## config.mk

```make
export PLATFORM = sky130hd
export DESIGN_NAME = voice_allocator_with_stealing_flat
export DESIGN_NICKNAME = d
export VERILOG_FILES = /design/src/vas_pkg.sv /design/src/vas_item_if.sv /design/src/vas_result_if.sv /design/src/vas_ctrl.sv /design/src/vas_datapath.sv /design/src/voice_allocator_with_stealing.sv /design/src/flat_wrapper.sv
export SDC_FILE = /design/constraint.sdc
export NUM_CORES = 1
export LEC_CHECK = 0
export BUFFER_PORTS_ARGS = -buffer_cell sky130_fd_sc_hd__buf_2
export CORE_MARGIN = 2
export CORE_UTILIZATION = 53
export CTS_BUF_LIST = sky130_fd_sc_hd__clkbuf_16
export DETAILED_ROUTE_END_ITERATION = 7
export GPL_ROUTABILITY_DRIVEN = 0
export GPL_TIMING_DRIVEN = 0
export HOLD_SLACK_MARGIN = 0.05
export PLACE_DENSITY = 0.76
export SLEW_MARGIN = 20
export SYNTH_ARGS = -nofsm -noshare
export SYNTH_HDL_FRONTEND = slang
export SYNTH_HIERARCHICAL = 1
export SYNTH_SLANG_ARGS = --single-unit
export TNS_END_PERCENT = 30
```

## constraint.sdc

```tcl
create_clock -name clk -period 9.7 [get_ports clk]
set_input_delay 0.485 -clock clk [delete_from_list [all_inputs] [get_ports clk]]
set_output_delay 0.485 -clock clk [all_outputs]
set_load 0.03 [all_outputs]
```

## src/vas_pkg.sv

```systemverilog
`default_nettype none
// ----------------------------------------------------------------------------
// vas_pkg
// Shared types, codes, voice orders and control structs for the voice
// allocator with stealing.
// ----------------------------------------------------------------------------
package vas_pkg;

	localparam int VOICE_COUNT = 16;
	localparam int VOICE_W     = $clog2(VOICE_COUNT);
	localparam int LEN_W       = $clog2(VOICE_COUNT + 1);

	typedef enum logic [1:0] {
		OP_SET       = 2'd0,
		OP_RESERVE   = 2'd1,
		OP_UNRESERVE = 2'd2,
		OP_ALLOCATE  = 2'd3
	} vas_op_t;

	typedef enum logic [1:0] {
		ST_OK       = 2'd0,
		ST_NO_VOICE = 2'd1,
		ST_CONFLICT = 2'd2,
		ST_BAD_KIND = 2'd3
	} vas_status_t;

	typedef enum logic [1:0] {
		KIND_PCM   = 2'd0,
		KIND_PULSE = 2'd1,
		KIND_NOISE = 2'd2,
		KIND_NONE  = 2'd3
	} vas_kind_t;

	// Voice status codes. Code three is stored as given and acts as sounding.
	localparam logic [1:0] VS_FREE      = 2'd0;
	localparam logic [1:0] VS_RELEASING = 2'd1;
	localparam logic [1:0] VS_SOUNDING  = 2'd2;

	typedef enum logic [1:0] {
		S_IDLE = 2'd0,
		S_EXEC = 2'd1,
		S_SCAN = 2'd2,
		S_DONE = 2'd3
	} vas_state_t;

	localparam logic [VOICE_W-1:0] PCM_ORDER [16] = '{
		4'd4, 4'd5, 4'd6, 4'd7, 4'd2, 4'd0, 4'd3, 4'd1,
		4'd8, 4'd9, 4'd10, 4'd11, 4'd14, 4'd12, 4'd15, 4'd13
	};
	localparam logic [VOICE_W-1:0] PULSE_ORDER [6] = '{
		4'd8, 4'd9, 4'd10, 4'd11, 4'd12, 4'd13
	};
	localparam logic [VOICE_W-1:0] NOISE_ORDER [2] = '{
		4'd14, 4'd15
	};

	// Controller to datapath.
	typedef struct packed {
		logic load_item;
		logic exec;
		logic scan_step;
		logic load_out;
	} vas_cmd_t;

	// Datapath to controller.
	typedef struct packed {
		logic is_alloc;
		logic kind_ok;
		logic scan_last;
	} vas_stat_t;

	function automatic logic [VOICE_W-1:0] voice_at(input vas_kind_t kind,
			input logic [VOICE_W-1:0] idx);
		logic [VOICE_W-1:0] v;
		v = '0;
		unique case (kind)
			KIND_PCM:   v = PCM_ORDER[idx];
			KIND_PULSE: v = (idx[2:0] < 3'd6) ? PULSE_ORDER[idx[2:0]] : '0;
			KIND_NOISE: v = NOISE_ORDER[idx[0]];
			default:    v = '0;
		endcase
		return v;
	endfunction

	function automatic logic [LEN_W-1:0] order_len(input vas_kind_t kind);
		logic [LEN_W-1:0] n;
		n = '0;
		unique case (kind)
			KIND_PCM:   n = LEN_W'(16);
			KIND_PULSE: n = LEN_W'(6);
			KIND_NOISE: n = LEN_W'(2);
			default:    n = '0;
		endcase
		return n;
	endfunction

endpackage
`default_nettype wire

```

## src/vas_item_if.sv

```systemverilog
`default_nettype none
// ----------------------------------------------------------------------------
// vas_item_if
// Input channel: one request word with valid/ready handshake.
// ----------------------------------------------------------------------------
interface vas_item_if;
	logic        valid;
	logic        ready;
	logic [1:0]  opcode;
	logic [3:0]  voice_index;
	logic [1:0]  voice_status;
	logic [7:0]  owner_priority;
	logic signed [15:0] voice_level;
	logic [1:0]  instrument_kind;
	logic [7:0]  request_priority;
	logic [15:0] allowed_mask;

	modport source (
		output valid, opcode, voice_index, voice_status, owner_priority,
		       voice_level, instrument_kind, request_priority, allowed_mask,
		input  ready
	);
	modport sink (
		input  valid, opcode, voice_index, voice_status, owner_priority,
		       voice_level, instrument_kind, request_priority, allowed_mask,
		output ready
	);
endinterface
`default_nettype wire

```

## src/vas_result_if.sv

```systemverilog
`default_nettype none
// ----------------------------------------------------------------------------
// vas_result_if
// Output channel: one result word with valid/ready handshake.
// ----------------------------------------------------------------------------
interface vas_result_if;
	logic       valid;
	logic       ready;
	logic [1:0] status;
	logic [3:0] chosen_voice;

	modport source (output valid, status, chosen_voice, input ready);
	modport sink (input valid, status, chosen_voice, output ready);
endinterface
`default_nettype wire

```

## src/vas_ctrl.sv

```systemverilog
`default_nettype none
// ----------------------------------------------------------------------------
// vas_ctrl
// Sequencer: accepts a word, runs the table update or the voice scan, and
// hands the result to the output register.
// ----------------------------------------------------------------------------
module vas_ctrl (
	input  wire logic          clk,
	input  wire logic          arst_n,
	input  wire logic          in_valid,
	output logic               in_ready,
	output logic               out_valid,
	input  wire logic          out_ready,
	input  wire vas_pkg::vas_stat_t stat,
	output vas_pkg::vas_cmd_t  cmd
);
	import vas_pkg::*;

	vas_state_t state_q, state_d;
	logic       out_valid_q;

	always_ff @(posedge clk or negedge arst_n) begin
		if (!arst_n) begin
			state_q     <= S_IDLE;
			out_valid_q <= 1'b0;
		end else begin
			state_q <= state_d;
			if (cmd.load_out)
				out_valid_q <= 1'b1;
			else if (out_ready)
				out_valid_q <= 1'b0;
		end
	end

	always_comb begin
		state_d  = state_q;
		cmd      = '0;
		in_ready = 1'b0;
		unique case (state_q)
			S_IDLE: begin
				in_ready = 1'b1;
				if (in_valid) begin
					cmd.load_item = 1'b1;
					state_d       = S_EXEC;
				end
			end
			S_EXEC: begin
				cmd.exec = 1'b1;
				if (stat.is_alloc && stat.kind_ok)
					state_d = S_SCAN;
				else
					state_d = S_DONE;
			end
			S_SCAN: begin
				cmd.scan_step = 1'b1;
				if (stat.scan_last)
					state_d = S_DONE;
			end
			S_DONE: begin
				// The result waits here until the output register is free.
				if (!out_valid_q || out_ready) begin
					cmd.load_out = 1'b1;
					state_d      = S_IDLE;
				end
			end
			default: state_d = S_IDLE;
		endcase
	end

	assign out_valid = out_valid_q;

endmodule
`default_nettype wire

```

## src/vas_datapath.sv

```systemverilog
`default_nettype none
// ----------------------------------------------------------------------------
// vas_datapath
// Voice tables, reservation mask, one-voice-per-cycle scan and result
// register.
// ----------------------------------------------------------------------------
module vas_datapath (
	input  wire logic          clk,
	input  wire logic          arst_n,
	input  wire vas_pkg::vas_cmd_t cmd,
	output vas_pkg::vas_stat_t stat,
	input  wire logic [1:0]    opcode,
	input  wire logic [3:0]    voice_index,
	input  wire logic [1:0]    voice_status,
	input  wire logic [7:0]    owner_priority,
	input  wire logic signed [15:0] voice_level,
	input  wire logic [1:0]    instrument_kind,
	input  wire logic [7:0]    request_priority,
	input  wire logic [15:0]   allowed_mask,
	output logic [1:0]         status,
	output logic [3:0]         chosen_voice
);
	import vas_pkg::*;

	// Captured request word.
	vas_op_t            op_q;
	logic [VOICE_W-1:0] vidx_q;
	logic [1:0]         vstat_q;
	logic [7:0]         opri_q;
	logic signed [15:0] lvl_q;
	vas_kind_t          kind_q;
	logic [7:0]         req_q;
	logic [15:0]        mask_q;

	// Voice state.
	logic [1:0]         stat_tab_q [VOICE_COUNT];
	logic [7:0]         pri_tab_q  [VOICE_COUNT];
	logic signed [15:0] lvl_tab_q  [VOICE_COUNT];
	logic [VOICE_COUNT-1:0] rsv_q;

	// Scan state.
	logic [VOICE_W-1:0] idx_q;
	logic               err_q;
	logic               free_hit_q, rel_hit_q, best_hit_q;
	logic [VOICE_W-1:0] free_v_q, rel_v_q, best_v_q;
	logic [7:0]         best_pri_q;
	logic signed [15:0] best_lvl_q;

	logic [1:0]         res_status_q;
	logic [VOICE_W-1:0] res_voice_q;

	logic [VOICE_W-1:0] cur_v;
	logic               cur_ok;
	logic [1:0]         cur_stat;
	logic [7:0]         cur_pri;
	logic signed [15:0] cur_lvl;
	logic               take_best;
	logic [LEN_W-1:0]   len;
	vas_status_t        res_status;
	logic [VOICE_W-1:0] res_voice;

	always_comb begin
		cur_v    = voice_at(kind_q, idx_q);
		cur_stat = stat_tab_q[cur_v];
		cur_pri  = pri_tab_q[cur_v];
		cur_lvl  = lvl_tab_q[cur_v];
		cur_ok   = ((mask_q == '0) || mask_q[cur_v]) && !rsv_q[cur_v];
		// Lower owner priority wins; on a tie the louder voice wins.
		if (!best_hit_q)
			take_best = cur_pri < req_q;
		else
			take_best = (cur_pri < best_pri_q) ||
			            ((cur_pri == best_pri_q) && (cur_lvl > best_lvl_q));
		len = order_len(kind_q);
	end

	assign stat.is_alloc  = (op_q == OP_ALLOCATE);
	assign stat.kind_ok   = (kind_q != KIND_NONE);
	assign stat.scan_last = ({1'b0, idx_q} == (len - LEN_W'(1)));

	always_ff @(posedge clk) begin
		if (cmd.load_item) begin
			op_q    <= vas_op_t'(opcode);
			vidx_q  <= voice_index;
			vstat_q <= voice_status;
			opri_q  <= owner_priority;
			lvl_q   <= voice_level;
			kind_q  <= vas_kind_t'(instrument_kind);
			req_q   <= request_priority;
			mask_q  <= allowed_mask;
		end
		if (cmd.scan_step) begin
			if (cur_ok && cur_stat == VS_FREE && !free_hit_q)
				free_v_q <= cur_v;
			if (cur_ok && cur_stat == VS_RELEASING && !rel_hit_q)
				rel_v_q <= cur_v;
			if (cur_ok && take_best) begin
				best_v_q   <= cur_v;
				best_pri_q <= cur_pri;
				best_lvl_q <= cur_lvl;
			end
		end
		if (cmd.load_out) begin
			res_status_q <= res_status;
			res_voice_q  <= res_voice;
		end
	end

	always_ff @(posedge clk or negedge arst_n) begin
		if (!arst_n) begin
			for (int i = 0; i < VOICE_COUNT; i++) begin
				stat_tab_q[i] <= VS_FREE;
				pri_tab_q[i]  <= '0;
				lvl_tab_q[i]  <= '0;
			end
			rsv_q      <= '0;
			idx_q      <= '0;
			err_q      <= 1'b0;
			free_hit_q <= 1'b0;
			rel_hit_q  <= 1'b0;
			best_hit_q <= 1'b0;
		end else begin
			if (cmd.load_item) begin
				idx_q      <= '0;
				err_q      <= 1'b0;
				free_hit_q <= 1'b0;
				rel_hit_q  <= 1'b0;
				best_hit_q <= 1'b0;
			end
			if (cmd.exec) begin
				case (op_q)
					OP_SET: begin
						stat_tab_q[vidx_q] <= vstat_q;
						pri_tab_q[vidx_q]  <= opri_q;
						lvl_tab_q[vidx_q]  <= lvl_q;
					end
					OP_RESERVE: begin
						if (rsv_q[vidx_q])
							err_q <= 1'b1;
						else
							rsv_q[vidx_q] <= 1'b1;
					end
					OP_UNRESERVE: begin
						if (!rsv_q[vidx_q])
							err_q <= 1'b1;
						else
							rsv_q[vidx_q] <= 1'b0;
					end
					default: ;
				endcase
			end
			if (cmd.scan_step) begin
				idx_q <= idx_q + VOICE_W'(1);
				if (cur_ok && cur_stat == VS_FREE)
					free_hit_q <= 1'b1;
				if (cur_ok && cur_stat == VS_RELEASING)
					rel_hit_q <= 1'b1;
				if (cur_ok && take_best)
					best_hit_q <= 1'b1;
			end
		end
	end

	// Free beats releasing, which beats stealing.
	always_comb begin
		res_status = ST_OK;
		res_voice  = '0;
		if (op_q == OP_ALLOCATE) begin
			if (kind_q == KIND_NONE)
				res_status = ST_BAD_KIND;
			else if (free_hit_q)
				res_voice = free_v_q;
			else if (rel_hit_q)
				res_voice = rel_v_q;
			else if (best_hit_q)
				res_voice = best_v_q;
			else
				res_status = ST_NO_VOICE;
		end else if (err_q) begin
			res_status = ST_CONFLICT;
		end
	end

	assign status       = res_status_q;
	assign chosen_voice = res_voice_q;

endmodule
`default_nettype wire

```

## src/voice_allocator_with_stealing.sv

```systemverilog
`default_nettype none
// ----------------------------------------------------------------------------
// voice_allocator_with_stealing
// Sixteen-voice allocator with priority-based voice stealing.
// ----------------------------------------------------------------------------
// Each accepted word gives exactly one result word. A set, reserve or
// unreserve word runs through the exec and done states, its result is
// loaded into the output register, and the block then returns to idle
// for the next word. An allocation scans the voice order of its
// instrument kind one voice per cycle through the voice tables, tracking
// the first free voice, the first releasing voice and the best steal
// candidate in the same pass. The order holds 16 voices for pcm, 6 for
// pulse, 2 for noise and none for an unsupported kind, which skips the
// scan. The block works on one word at a time and takes the next word as
// soon as the finished result sits in the output register, even if the
// sink has not yet taken it; a finished result that finds the output
// register still full holds the block until the sink takes the older word.
module voice_allocator_with_stealing (
	input wire logic     clk,
	input wire logic     arst_n,
	vas_item_if.sink     item,
	vas_result_if.source result
);
	import vas_pkg::*;

	vas_cmd_t  cmd;
	vas_stat_t stat;

	vas_ctrl u_ctrl (
		.clk       (clk),
		.arst_n    (arst_n),
		.in_valid  (item.valid),
		.in_ready  (item.ready),
		.out_valid (result.valid),
		.out_ready (result.ready),
		.stat      (stat),
		.cmd       (cmd)
	);

	vas_datapath u_datapath (
		.clk              (clk),
		.arst_n           (arst_n),
		.cmd              (cmd),
		.stat             (stat),
		.opcode           (item.opcode),
		.voice_index      (item.voice_index),
		.voice_status     (item.voice_status),
		.owner_priority   (item.owner_priority),
		.voice_level      (item.voice_level),
		.instrument_kind  (item.instrument_kind),
		.request_priority (item.request_priority),
		.allowed_mask     (item.allowed_mask),
		.status           (result.status),
		.chosen_voice     (result.chosen_voice)
	);

endmodule
`default_nettype wire
```

## src/flat_wrapper.sv

```systemverilog
// flat-port wrapper written by rule: the top's interface ports become plain ports
module voice_allocator_with_stealing_flat import vas_pkg::*;
  (clk, arst_n, item_valid, item_opcode, item_voice_index, item_voice_status, item_owner_priority, item_voice_level, item_instrument_kind, item_request_priority, item_allowed_mask, item_ready, result_valid, result_status, result_chosen_voice, result_ready);
  vas_item_if item_i ();
  vas_result_if result_i ();
  input wire logic clk;
  input wire logic arst_n;
  input wire logic [$bits(item_i.valid)-1:0] item_valid;
  input wire logic [$bits(item_i.opcode)-1:0] item_opcode;
  input wire logic [$bits(item_i.voice_index)-1:0] item_voice_index;
  input wire logic [$bits(item_i.voice_status)-1:0] item_voice_status;
  input wire logic [$bits(item_i.owner_priority)-1:0] item_owner_priority;
  input wire logic [$bits(item_i.voice_level)-1:0] item_voice_level;
  input wire logic [$bits(item_i.instrument_kind)-1:0] item_instrument_kind;
  input wire logic [$bits(item_i.request_priority)-1:0] item_request_priority;
  input wire logic [$bits(item_i.allowed_mask)-1:0] item_allowed_mask;
  output wire logic [$bits(item_i.ready)-1:0] item_ready;
  output wire logic [$bits(result_i.valid)-1:0] result_valid;
  output wire logic [$bits(result_i.status)-1:0] result_status;
  output wire logic [$bits(result_i.chosen_voice)-1:0] result_chosen_voice;
  input wire logic [$bits(result_i.ready)-1:0] result_ready;
  assign item_i.valid = item_valid;
  assign item_i.opcode = item_opcode;
  assign item_i.voice_index = item_voice_index;
  assign item_i.voice_status = item_voice_status;
  assign item_i.owner_priority = item_owner_priority;
  assign item_i.voice_level = item_voice_level;
  assign item_i.instrument_kind = item_instrument_kind;
  assign item_i.request_priority = item_request_priority;
  assign item_i.allowed_mask = item_allowed_mask;
  assign item_ready = item_i.ready;
  assign result_valid = result_i.valid;
  assign result_status = result_i.status;
  assign result_chosen_voice = result_i.chosen_voice;
  assign result_i.ready = result_ready;
  voice_allocator_with_stealing u_core (.clk(clk), .arst_n(arst_n), .item(item_i), .result(result_i));
endmodule
```

==> metrics, run 1 <==
Post-synth top cells=dfrtp_1 (443), nand2_1 (426), mux2_2 (418); Die Wd=~220 um; Cell Area, Placed=between 0.02 and 0.03 mm2; number of nets in the layout=between 2000 and 3000; total grt overflow=0; EDFF count, synth=100; DRC=0; setup violators final=0; remaining antenna violation count=0; Yosys top cell by area=dfrtp_1; critical path fanouts, max=28; sequential cell area fraction in the yosys report=55.2%; Yosys reg bits=about 540; setup ws final=just over 3 ns; arrival time at the worst endpoint=6.89 ns; Crit. End Element=flip-flop; antenna violations before repair=2; Max VDD drop=approximately 0.17 mV; Cell Pwr Density=between 200 and 300 mW/mm2; largest cells by area after synthesis=dfrtp_1 (43%), mux2_2 (18%), edfxtp_1 (12%); Critical Path RT=9.93 ns; CP startpoint kind=flip-flop; Routed WL=between 70 and 80 mm; Sink Count=about 540; clk slew on worst S/H paths=0.06 ns; Clock Skews=about 0.029 ns; core region area=0.0476 mm2; CP top delay family=buffers and inverters; H-tree Lvls=2; Area Growth Syn to Fin=14.2%; ys async rst share=81.6%; pre-CTS WS=between 3 and 4 ns; area of the mapped netlist=0.0255 mm2; number of cells produced by synthesis=2223; Leak=13.6 nW; run status=finished clean; Clock Path Buffers=3; # rows=80; Design Power=around 8.4 mW; Hold Vio Cnt, Final=0; Max Clk Rate=roughly 150 MHz; drt pass-1 iters=6; RSZ-0062 raised after global routing=false; Ant. Diodes=0; Die ar.=around 0.05 mm2; period utilization=between 60% and 70%; Initial Util=53.6%; Worst-Margin Slew=~1.2 ns; Mapped Avg Cell Area=between 10 and 15 um2; CP max stage delay=~0.75 ns; HPWL Detailed=49.8 mm; CTS tree=done; initial drt markers=around 1800; Setup CP Type=reg -> reg; Final Max Tran Viols=0; Resize count post-CTS=0; Root Buffer Master=clkbuf_16; Worst Path Buf+Inv=5; vias in the first global route=a little under 20000; Final Cell Area=~0.029 mm2; worst relative slew slack=19.1%; io pins=70; warnings from Yosys=6; Port Buffers=69; critical-path cell list=inv_1, ha_1, nor2b_1, a31oi_1, and2_1, buf_4, clkbuf_1, clkbuf_1, buf_1, nand2_1, nand3_1, a311oi_1, nor2_1, ha_1, a21o_1, a21o_1, a21oi_1, o211ai_1, o31ai_1, and3_2; main flop type after synthesis=dfrtp_1; HP Class=in -> reg; Post-CTS Setup Inserts=0; DR WL/cell=roughly 23 um; global-route usage over all layers=28.7%; Chip Height=~220 um; first-pass GRT wire length=around 110 mm; Synth Net Count=2330; Netlist cell types=70; Slowest cell on crit path=clkbuf_1; via count=approximately 19000; worst-skew pair later-pin latency=roughly 0.62 ns; Vias/cell=just over 6; pin count of the biggest net entering global routing=98; Max-Cap Viols=0; fraction of layout cells with a size suffix above 1=a little over a quarter; TritonCTS buffer count=55; Tmin final=6.66 ns; most common cell in the synthesized netlist=dfrtp_1; post-synth top area share=43.4%
-- sequential cells by signal (all words and copies together) (netlist names), 2 cells and up, named ones only --
| signal | flops |
|---|---|
| u_core/u_datapath/best_pri_q | 8 |
| u_core/u_datapath/op_q | 2 |
| u_core/u_datapath/chosen_voice | 4 |
| u_core/u_datapath/rel_v_q | 4 |
| u_core/u_datapath/stat_tab_q | 32 |
| u_core/u_datapath/pri_tab_q | 128 |
| u_core/u_datapath/idx_q | 4 |
| u_core/u_datapath/vstat_q | 2 |
| u_core/u_datapath/lvl_tab_q | 256 |
| u_core/u_datapath/opri_q | 8 |
| u_core/u_datapath/best_v_q | 4 |
| u_core/u_datapath/vidx_q | 4 |
| u_core/u_datapath/best_lvl_q | 16 |
| u_core/u_datapath/lvl_q | 16 |
| u_core/u_datapath/mask_q | 16 |
| u_core/u_datapath/kind_q | 2 |
| u_core/u_ctrl/state_q | 2 |
| u_core/u_datapath/status | 2 |
| u_core/u_datapath/req_q | 8 |
| u_core/u_datapath/free_v_q | 4 |
-- placed cells by master (no fill, tap or decap), types with 10 or more instances in the layout --
master and instances:
and3_1 48, clkinv_2 12, o21ai_0 28, nand4_1 10, a31oi_1 10, nor2_1 53, clkbuf_16 60, a21oi_1 19
edfxtp_1 100, a21o_1 10, inv_1 61, nand3_1 201, buf_2 110, clkinv_1 10, dlygate4sd3_1 58, mux2_2 418
o31ai_1 20, dfrtp_1 443, a311oi_1 48, ha_1 45, nand2_1 426, buf_1 14, clkbuf_1 100, nand2b_1 11
-- report_power, final --
group	internal, mW	switching (mW)	total, mW
sequential	3.02	0.375	3.40
clock	1.16	0.892	2.05
combinational	1.11	1.87	2.98
-- per-layer routing --
layer | track usage, % | wire, um | vias up
met3 | 6.45 | 6260 | 205
met2 | 45.3 | 33100 | 884
li1 | - | - | 8241
met4 | 12.2 | 2790 | 0
met1 | 38.6 | 28900 | 9526
met5 | 0 | 0 | -
-- through the flow --
step	utilization, %	setup TNS (ns)	hold slack (ns)	instances
5_1_grt	61.2	0	0.0586	3071
2_1_floorplan	-	0	0.189	2223
3_3_place_gp	55.9	-161.77	0.485	2907
6_report	61.2	0	0.0716	3071
4_1_cts	61.2	0	0.0536	3071
3_5_place_dp	56.3	0	0.459	2914
-- path summary, 6_finish.rpt --
kind                                                  startpoint  depth (start not counted)                               end  slack, ns
worst max-delay path                 u_core/u_datapath/kind_q[0]                         20   u_core/u_datapath/best_lvl_q[9]       3.04
worst min-delay path                       item_allowed_mask[15]                          1      u_core/u_datapath/mask_q[15]       0.07
worst max register to register       u_core/u_datapath/kind_q[0]                         20   u_core/u_datapath/best_lvl_q[9]       3.04
worst min register to register  u_core/u_datapath/stat_tab_q[22]                          1  u_core/u_datapath/stat_tab_q[22]       0.51
max in group asynchronous                                 arst_n                          5  u_core/u_datapath/lvl_tab_q[249]       7.66
min in group asynchronous                                 arst_n                          2   u_core/u_datapath/lvl_tab_q[16]       0.40
-- repair_timing --
| action | 4_1_cts | 5_1_grt |
|---|---|---|
| endpoints found under the setup margin | 0 | 0 |
| endpoints found under the hold margin | 118 | 0 |
| hold buffers | 58 | 0 |
-- final cells by class --
class / count / area (um2)
clock inverter: 39 / 239
fill: 3635 / 18500
buffer: 161 / 679
timing repair buffer: 134 / 1110
sequential: 543 / 14100
clock buffer: 60 / 1500
multi-input combinational: 1465 / 10600
tap: 615 / 769
inverter: 54 / 204
-- cell families after synthesis --
logic type	Yosys count	synth area share, %
XOR/XNOR	2	0.0686
AO/OA/AOI/OAI	187	5.46
multiplexers	433	19.5
buffers and inverters	215	3.46
AND/OR/NAND/NOR	798	14.1
adder cells (fa/ha/maj)	45	2.21
flip-flops	543	55.2
Note: power is estimated with default switching activity, not from simulation.
==> inputs of run 2 (changes only) <==
--- a/config.mk
+++ b/config.mk
@@ -13,7 +13,7 @@
 export GPL_ROUTABILITY_DRIVEN = 0
 export GPL_TIMING_DRIVEN = 0
 export HOLD_SLACK_MARGIN = 0.05
-export PLACE_DENSITY = 0.76
+export PLACE_DENSITY = 0.79
 export SLEW_MARGIN = 20
 export SYNTH_ARGS = -nofsm -noshare
 export SYNTH_HDL_FRONTEND = slang
==> constraint.sdc (replaced) <==
create_clock -name clk -period 6 [get_ports clk]
set_input_delay 0.3 -clock clk [delete_from_list [all_inputs] [get_ports clk]]
set_output_delay 0.3 -clock clk [all_outputs]
set_load 0.03 [all_outputs]
==> run 2 against run 1 <==
Core utilization up 0.073 points. Critical path depth is the same. Highest routed layer unchanged. Largest cell class unchanged. Sequential share of layout area decreased by 0.058 points. Clock power rose by 63%. Critical path type unchanged. Sequential power grew 61%. Register-to-register slack worse by 2.9 ns.
==> metrics, run 2 (synthesis results as in run 1) <==
Critical Path RT=6.26 ns; fraction of layout cells with a size suffix above 1=27.2%; Max VDD drop=around 0.26 mV; antenna violations before repair=1; first-pass GRT wire length=roughly 110 mm; run status=finished clean; Reg with most FFs=u_core/u_datapath/lvl_tab_q; DR WL/cell=between 20 and 25 um; CP max stage delay=between 0.5 and 0.6 ns; most frequent cells in the layout=dfrtp_1 (443), nand2_1 (426), mux2_2 (418); Worst-Margin Slew=approximately 1.2 ns; max reg flops=around 260; setup_tns=0 ns; total grt overflow=0; Max Clk Rate=around 170 MHz; Slowest cell on crit path=clkbuf_1; DRC=0; Setup CP Type=reg -> reg; Routed WL=71.0 mm; Die Wd=~220 um; remaining antenna violation count=0; Worst Path Buf+Inv=6; worst-skew pair later-pin latency=approximately 0.63 ns; period utilization=approximately 97%; arrival time at the worst endpoint=roughly 6.1 ns; critical path fanouts, max=28; Clock Path Buffers=3; CTS tree=done; DP Cell Count=2914; Leak=between 10 and 15 nW; Root Buffer Master=clkbuf_16; Clock Skews=between 0.02 and 0.03 ns; # rows=80; Crit. End Element=flip-flop; worst relative slew slack=between 10% and 20%; Hold Worst Slack=between 0.09 and 0.1 ns; Tmin final=between 5 and 6 ns; Port Buffers=69; Hold Vio Cnt, Final=0; core region area=around 0.048 mm2; Non-Filler Instances=just over 3000; Core Util, Final=about three fifths; CP startpoint kind=flip-flop; Sink Count=between 500 and 600; number of nets in the layout=between 2000 and 3000; Die ar.=about 0.05 mm2; drt pass-1 iters=7; Final Max Tran Viols=0; Initial Util=between 50% and 60%; setup violators final=0; initial drt markers=roughly 2200; Vias/cell=6.17; via count=about 19000; io pins=70; Chip Height=roughly 220 um; Fillers=about 3700; Area Growth Syn to Fin=14.4%; RSZ-0062 raised after global routing=false; vias in the first global route=roughly 19000; CP top delay family=buffers and inverters; HPWL Detailed=between 40 and 50 mm; Cell Pwr Density=approximately 470 mW/mm2; critical-path cell list=ha_1, inv_1, buf_2, o211ai_1, and2_1, buf_4, clkbuf_2, clkbuf_2, clkbuf_1, nand2_1, nand3_1, a311oi_1, nor2_2, ha_1, a21o_1, a21o_1, a21oi_1, o211ai_1, o31ai_1, and3_4; TritonCTS buffer count=between 50 and 60; largest registers=u_core/u_datapath/lvl_tab_q: 256 flops, u_core/u_datapath/pri_tab_q: 128 flops, u_core/u_datapath/stat_tab_q: 32 flops; clk slew on worst S/H paths=around 0.070 ns; pin count of the biggest net entering global routing=between 100 and 150; Design Power=13.7 mW; global-route usage over all layers=roughly 29%; Max-Cap Viols=0; commonest non-fill, non-tap cell in the layout=dfrtp_1; HP Class=in -> reg; H-tree Lvls=2
## run 2: final timing paths
kind                                            startpoint                          endpoint  slack (ns)  depth (start not counted)
hold reg to reg            u_core/u_datapath/lvl_tab_q[51]   u_core/u_datapath/lvl_tab_q[51]        0.51                          1
max in group asynchronous                           arst_n   u_core/u_datapath/pri_tab_q[17]        4.02                          5
hold / removal                                  item_valid          u_core/u_ctrl/state_q[0]        0.09                          3
setup / recovery               u_core/u_datapath/kind_q[1]   u_core/u_datapath/best_lvl_q[8]        0.18                         20
setup reg to reg               u_core/u_datapath/kind_q[1]   u_core/u_datapath/best_lvl_q[8]        0.18                         20
min in group asynchronous                           arst_n  u_core/u_datapath/lvl_tab_q[250]        0.22                          2
## run 2: metal layers
metal	GRT usage (%)	vias to the layer above	share of wire (%)
li1	-	8250	-
met3	6.43	200	9.4
met1	37.9	9591	40
met2	45.6	936	47
met5	0	-	0
met4	11.8	0	3.7
## run 2: what timing repair did
action / CTS / global route
hold buffers: 60 / 0
buffers inserted: 0 / 0
pin swaps: 0 / 1
endpoints found under the hold margin: 121 / 0
setup endpoints to repair: 28 / 28
gates cloned: 0 / 0
resized for setup: 7 / 19
## run 2: power by group
part | switching [mW] | total (mW) | leakage, nW | internal [mW]
registers | 0.597 | 5.48 | 6.96 | 4.88
clock network | 1.47 | 3.34 | 0.912 | 1.87
logic | 3.05 | 4.86 | 5.75 | 1.81
## run 2: per-stage QoR
stage	worst slack (ns)	instance area (um2)
floorplan	1.16	25500
global placement	-3.91	26600
detailed placement	-0.430	26800
CTS	0.0208	29200
global route	0.0203	29200
finish	0.181	29200
## run 2: area by class of cell
type	count	area, um2	share of cell area, %
diodes	1	2.50	0.00857
multi-input cells	1465	10600	36.3
inverters	54	204	0.698
plain buffers	160	698	2.39
flip-flops and latches	543	14100	48.2
clock inverters	44	290	0.994
well taps	615	769	2.64
repair buffers	136	1110	3.80
clock buffers	58	1450	4.97
## run 2: worst min-delay path, stage by stage
cell      delay [ns]
buf_2           0.12
o211ai_4        0.17
o31ai_1         0.08
==> inputs of run 3 (changes only) <==
--- a/config.mk
+++ b/config.mk
@@ -5,6 +5,7 @@
 export SDC_FILE = /design/constraint.sdc
 export NUM_CORES = 1
 export LEC_CHECK = 0
+export ABC_AREA = 1
 export BUFFER_PORTS_ARGS = -buffer_cell sky130_fd_sc_hd__buf_2
 export CORE_MARGIN = 2
 export CORE_UTILIZATION = 53
@@ -13,7 +14,7 @@
 export GPL_ROUTABILITY_DRIVEN = 0
 export GPL_TIMING_DRIVEN = 0
 export HOLD_SLACK_MARGIN = 0.05
-export PLACE_DENSITY = 0.79
+export PLACE_DENSITY = 0.69
 export SLEW_MARGIN = 20
 export SYNTH_ARGS = -nofsm -noshare
 export SYNTH_HDL_FRONTEND = slang
==> run 3 against run 2 <==
Via count grew 14%. Sequential share of layout area grew 1.8 points. Flip-flop and latch count is the same. Register-to-register slack is essentially flat. Combinational power is essentially flat. Sequential power grew 5.3%. Critical path depth is the same. First-iteration DRC count grew 46%. Clock power is essentially flat. Total power grew 1.7%. Clock skew grew 0.0054 ns. Die area shrank 3.7%. Critical endpoint is now u_core/u_datapath/best_lvl_q[10]. Largest cell class unchanged.
==> metrics, run 3 <==
most frequent cells in the layout=nand2_1 (734), o21ai_0 (505), dfrtp_1 (443); post-synth top area share=between 40% and 50%; Die ar.=0.0481 mm2; Max VDD drop=roughly 0.28 mV; flop2flop setup slack=roughly 0.19 ns; Max Clk Rate=~170 MHz; Yosys reg bits=543; Port Buffers=roughly 70; number of cells produced by synthesis=roughly 2700; Root Buffer Master=clkbuf_16; sequential cell area fraction in the yosys report=between 50% and 60%; Chip Height=between 200 and 250 um; Clock Skews=~0.032 ns; Crit. End Element=flip-flop; remaining antenna violation count=0; combinational power share=about a third; area of the mapped netlist=approximately 0.025 mm2; H-tree Lvls=2; number of nets in the layout=approximately 3000; CP startpoint kind=flip-flop; Max-Cap Viols=0; setup_tns=0 ns; Initial Util=between 50% and 60%; Clock Path Buffers=3; total grt overflow=0; Yosys top cell by area=dfrtp_1; main flop type after synthesis=dfrtp_1; DP Cell Count=between 3000 and 4000; crit path from=u_core/u_datapath/kind_q[1]; period utilization=a little over nine tenths; Routed WL=a little over 80 mm; setup violators final=0; TritonCTS buffer count=between 50 and 60; ys async rst share=81.6%; clock network fraction of total power=between 20% and 30%; Area Growth Syn to Fin=14.7%; switching part of the total power=38.8%; drt pass-1 iters=6; vias in the first global route=21200; fraction of layout cells with a size suffix above 1=between 7 and 8%; Synth Net Count=2822; worst setup path endpoint=u_core/u_datapath/best_lvl_q[10]; Leak=roughly 13 nW; Sink Count=between 500 and 600; core region area=between 0.04 and 0.05 mm2; CTS tree=done; Psw=around 5.4 mW; RR Startpoint=u_core/u_datapath/kind_q[1]; Hold Vio Cnt, Final=0; Sequential Power Share=around 41%; worst relative slew slack=around a third; Vias/cell=6.11; antenna violations before repair=2; worst flop-to-flop path endpoint=u_core/u_datapath/best_lvl_q[10]; Netlist cell types=47; io pins=70; critical path fanouts, max=28; DRC=0; # rows=78; pin count of the biggest net entering global routing=approximately 100; EDFF count, synth=100; run status=finished clean; global-route usage over all layers=between 30% and 40%; commonest non-fill, non-tap cell in the layout=nand2_1; Critical Path RT=slightly above 6 ns; Cell Pwr Density=a little under 500 mW/mm2; Reg with most FFs=u_core/u_datapath/lvl_tab_q; via count=roughly 22000; Post-synth top cells=nand2_1 (734), o21ai_0 (508), dfrtp_1 (443); initial drt markers=around 3200; warnings from Yosys=6; Mapped Avg Cell Area=roughly 9.0 um2; arrival time at the worst endpoint=approximately 6.0 ns; Setup CP Type=reg -> reg; most common cell in the synthesized netlist=nand2_1; Non-Filler Instances=about 3600; worst-skew pair later-pin latency=between 0.6 and 0.7 ns; Die Wd=roughly 220 um; Final Max Tran Viols=0; HP Class=in -> reg; largest cells by area after synthesis=dfrtp_1 (45%), edfxtp_1 (12%), nand2_1 (11%); Tmin final=approximately 5.8 ns; DR WL/cell=23.0 um; HPWL Detailed=between 50 and 60 mm; Cell Int Power=between 8 and 9 mW; Design Power=between 10 and 15 mW; first-pass GRT wire length=between 100 and 150 mm; Worst-Margin Slew=1.02 ns; max reg flops=approximately 260; R2R cell count=20; largest registers=u_core/u_datapath/lvl_tab_q: 256 flops, u_core/u_datapath/pri_tab_q: 128 flops, u_core/u_datapath/stat_tab_q: 32 flops; clk slew on worst S/H paths=approximately 0.060 ns
## run 3: power by group through the flow
stage | sequential (mW) | clock [mW] | combinational [mW]
floorplan | 5.62 | 0 | 3.05
detailed placement | 5.78 | 0 | 4.63
CTS | 5.73 | 3.33 | 4.69
global placement | 5.75 | 0 | 4.45
finish | 5.77 | 3.31 | 4.84
global route | 5.88 | 3.52 | 5.30
## run 3: worst min path at each step
stage	startpoint	to	slack [ns]	depth (start not counted)
2_1_floorplan	arst_n	u_core/u_ctrl/out_valid	0.004	0
3_5_place_dp	arst_n	u_core/u_ctrl/out_valid	0.31	1
6_report	item_valid	u_core/u_ctrl/state_q[0]	0.13	6
3_3_place_gp	u_core/u_datapath/pri_tab_q[48]	u_core/u_datapath/pri_tab_q[48]	0.46	2
5_1_grt	item_valid	u_core/u_ctrl/state_q[0]	0.16	6
4_1_cts	item_valid	u_core/u_ctrl/state_q[0]	0.12	6
## run 3: kinds of logic after synthesis
logic type | Yosys count | synth area share [%]
AOI/OAI and AO/OA | 733 | 16.9
DFF | 543 | 57.3
xor gates and xnor gates | 2 | 0.0713
and+or+nand+nor | 1044 | 17.2
buffers and inverters | 331 | 5.57
adders and majority gates | 45 | 2.29
muxes | 17 | 0.693
## run 3: critical path, cell delays in order (launching register included)
cell        delay, ns
edfxtp_1         0.44
inv_1            0.13
ha_1             0.22
nand3_1          0.13
a31oi_2          0.49
buf_2            0.46
buf_2            0.40
clkbuf_1         0.51
o221ai_1         0.23
o211ai_1         0.24
o21ai_0          0.43
ha_1             0.44
nand2_1          0.05
nor2_1           0.11
nand2_1          0.07
o211ai_1         0.11
nand2_1          0.07
nor2_1           0.11
nor2_1           0.05
nand2_1          0.13
clkinvlp_4       0.51
## run 3: stage by stage
stage	setup slack, ns	instance area [um2]	hold slack (ns)	utilization [%]
2_1_floorplan	1.79	24600	0.00441	-
3_3_place_gp	-4.11	25700	0.459	56.3
3_5_place_dp	-0.0743	25800	0.311	56.6
4_1_cts	0.0413	28100	0.122	61.8
5_1_grt	-0.000108	28200	0.163	61.8
6_report	0.189	28200	0.130	61.8
## run 3: final cells by class
type	instances	area, um2
diodes	1	2.50
inverters	130	494
flip-flops and latches	543	14100
well taps	600	751
clock inverters	46	255
multi-input cells	1841	9120
clock buffers	59	1480
fillers	3831	17400
repair buffers	134	1090
plain buffers	201	891
## run 3: repair_timing
item | 4_1_cts | 5_1_grt
endpoints found under the hold margin | 126 | 0
cloned | 0 | 0
hold buffers | 60 | 0
resized for setup | 2 | 21
buffers inserted | 0 | 0
pin swaps | 0 | 0
setup endpoints to repair | 28 | 28
## run 3: metal layers
metal | GRT usage [%] | share of wire (%)
met5 | 0 | 0.016
met4 | 15.7 | 4.5
met3 | 9.70 | 12
met2 | 52.0 | 44
met1 | 46.3 | 39
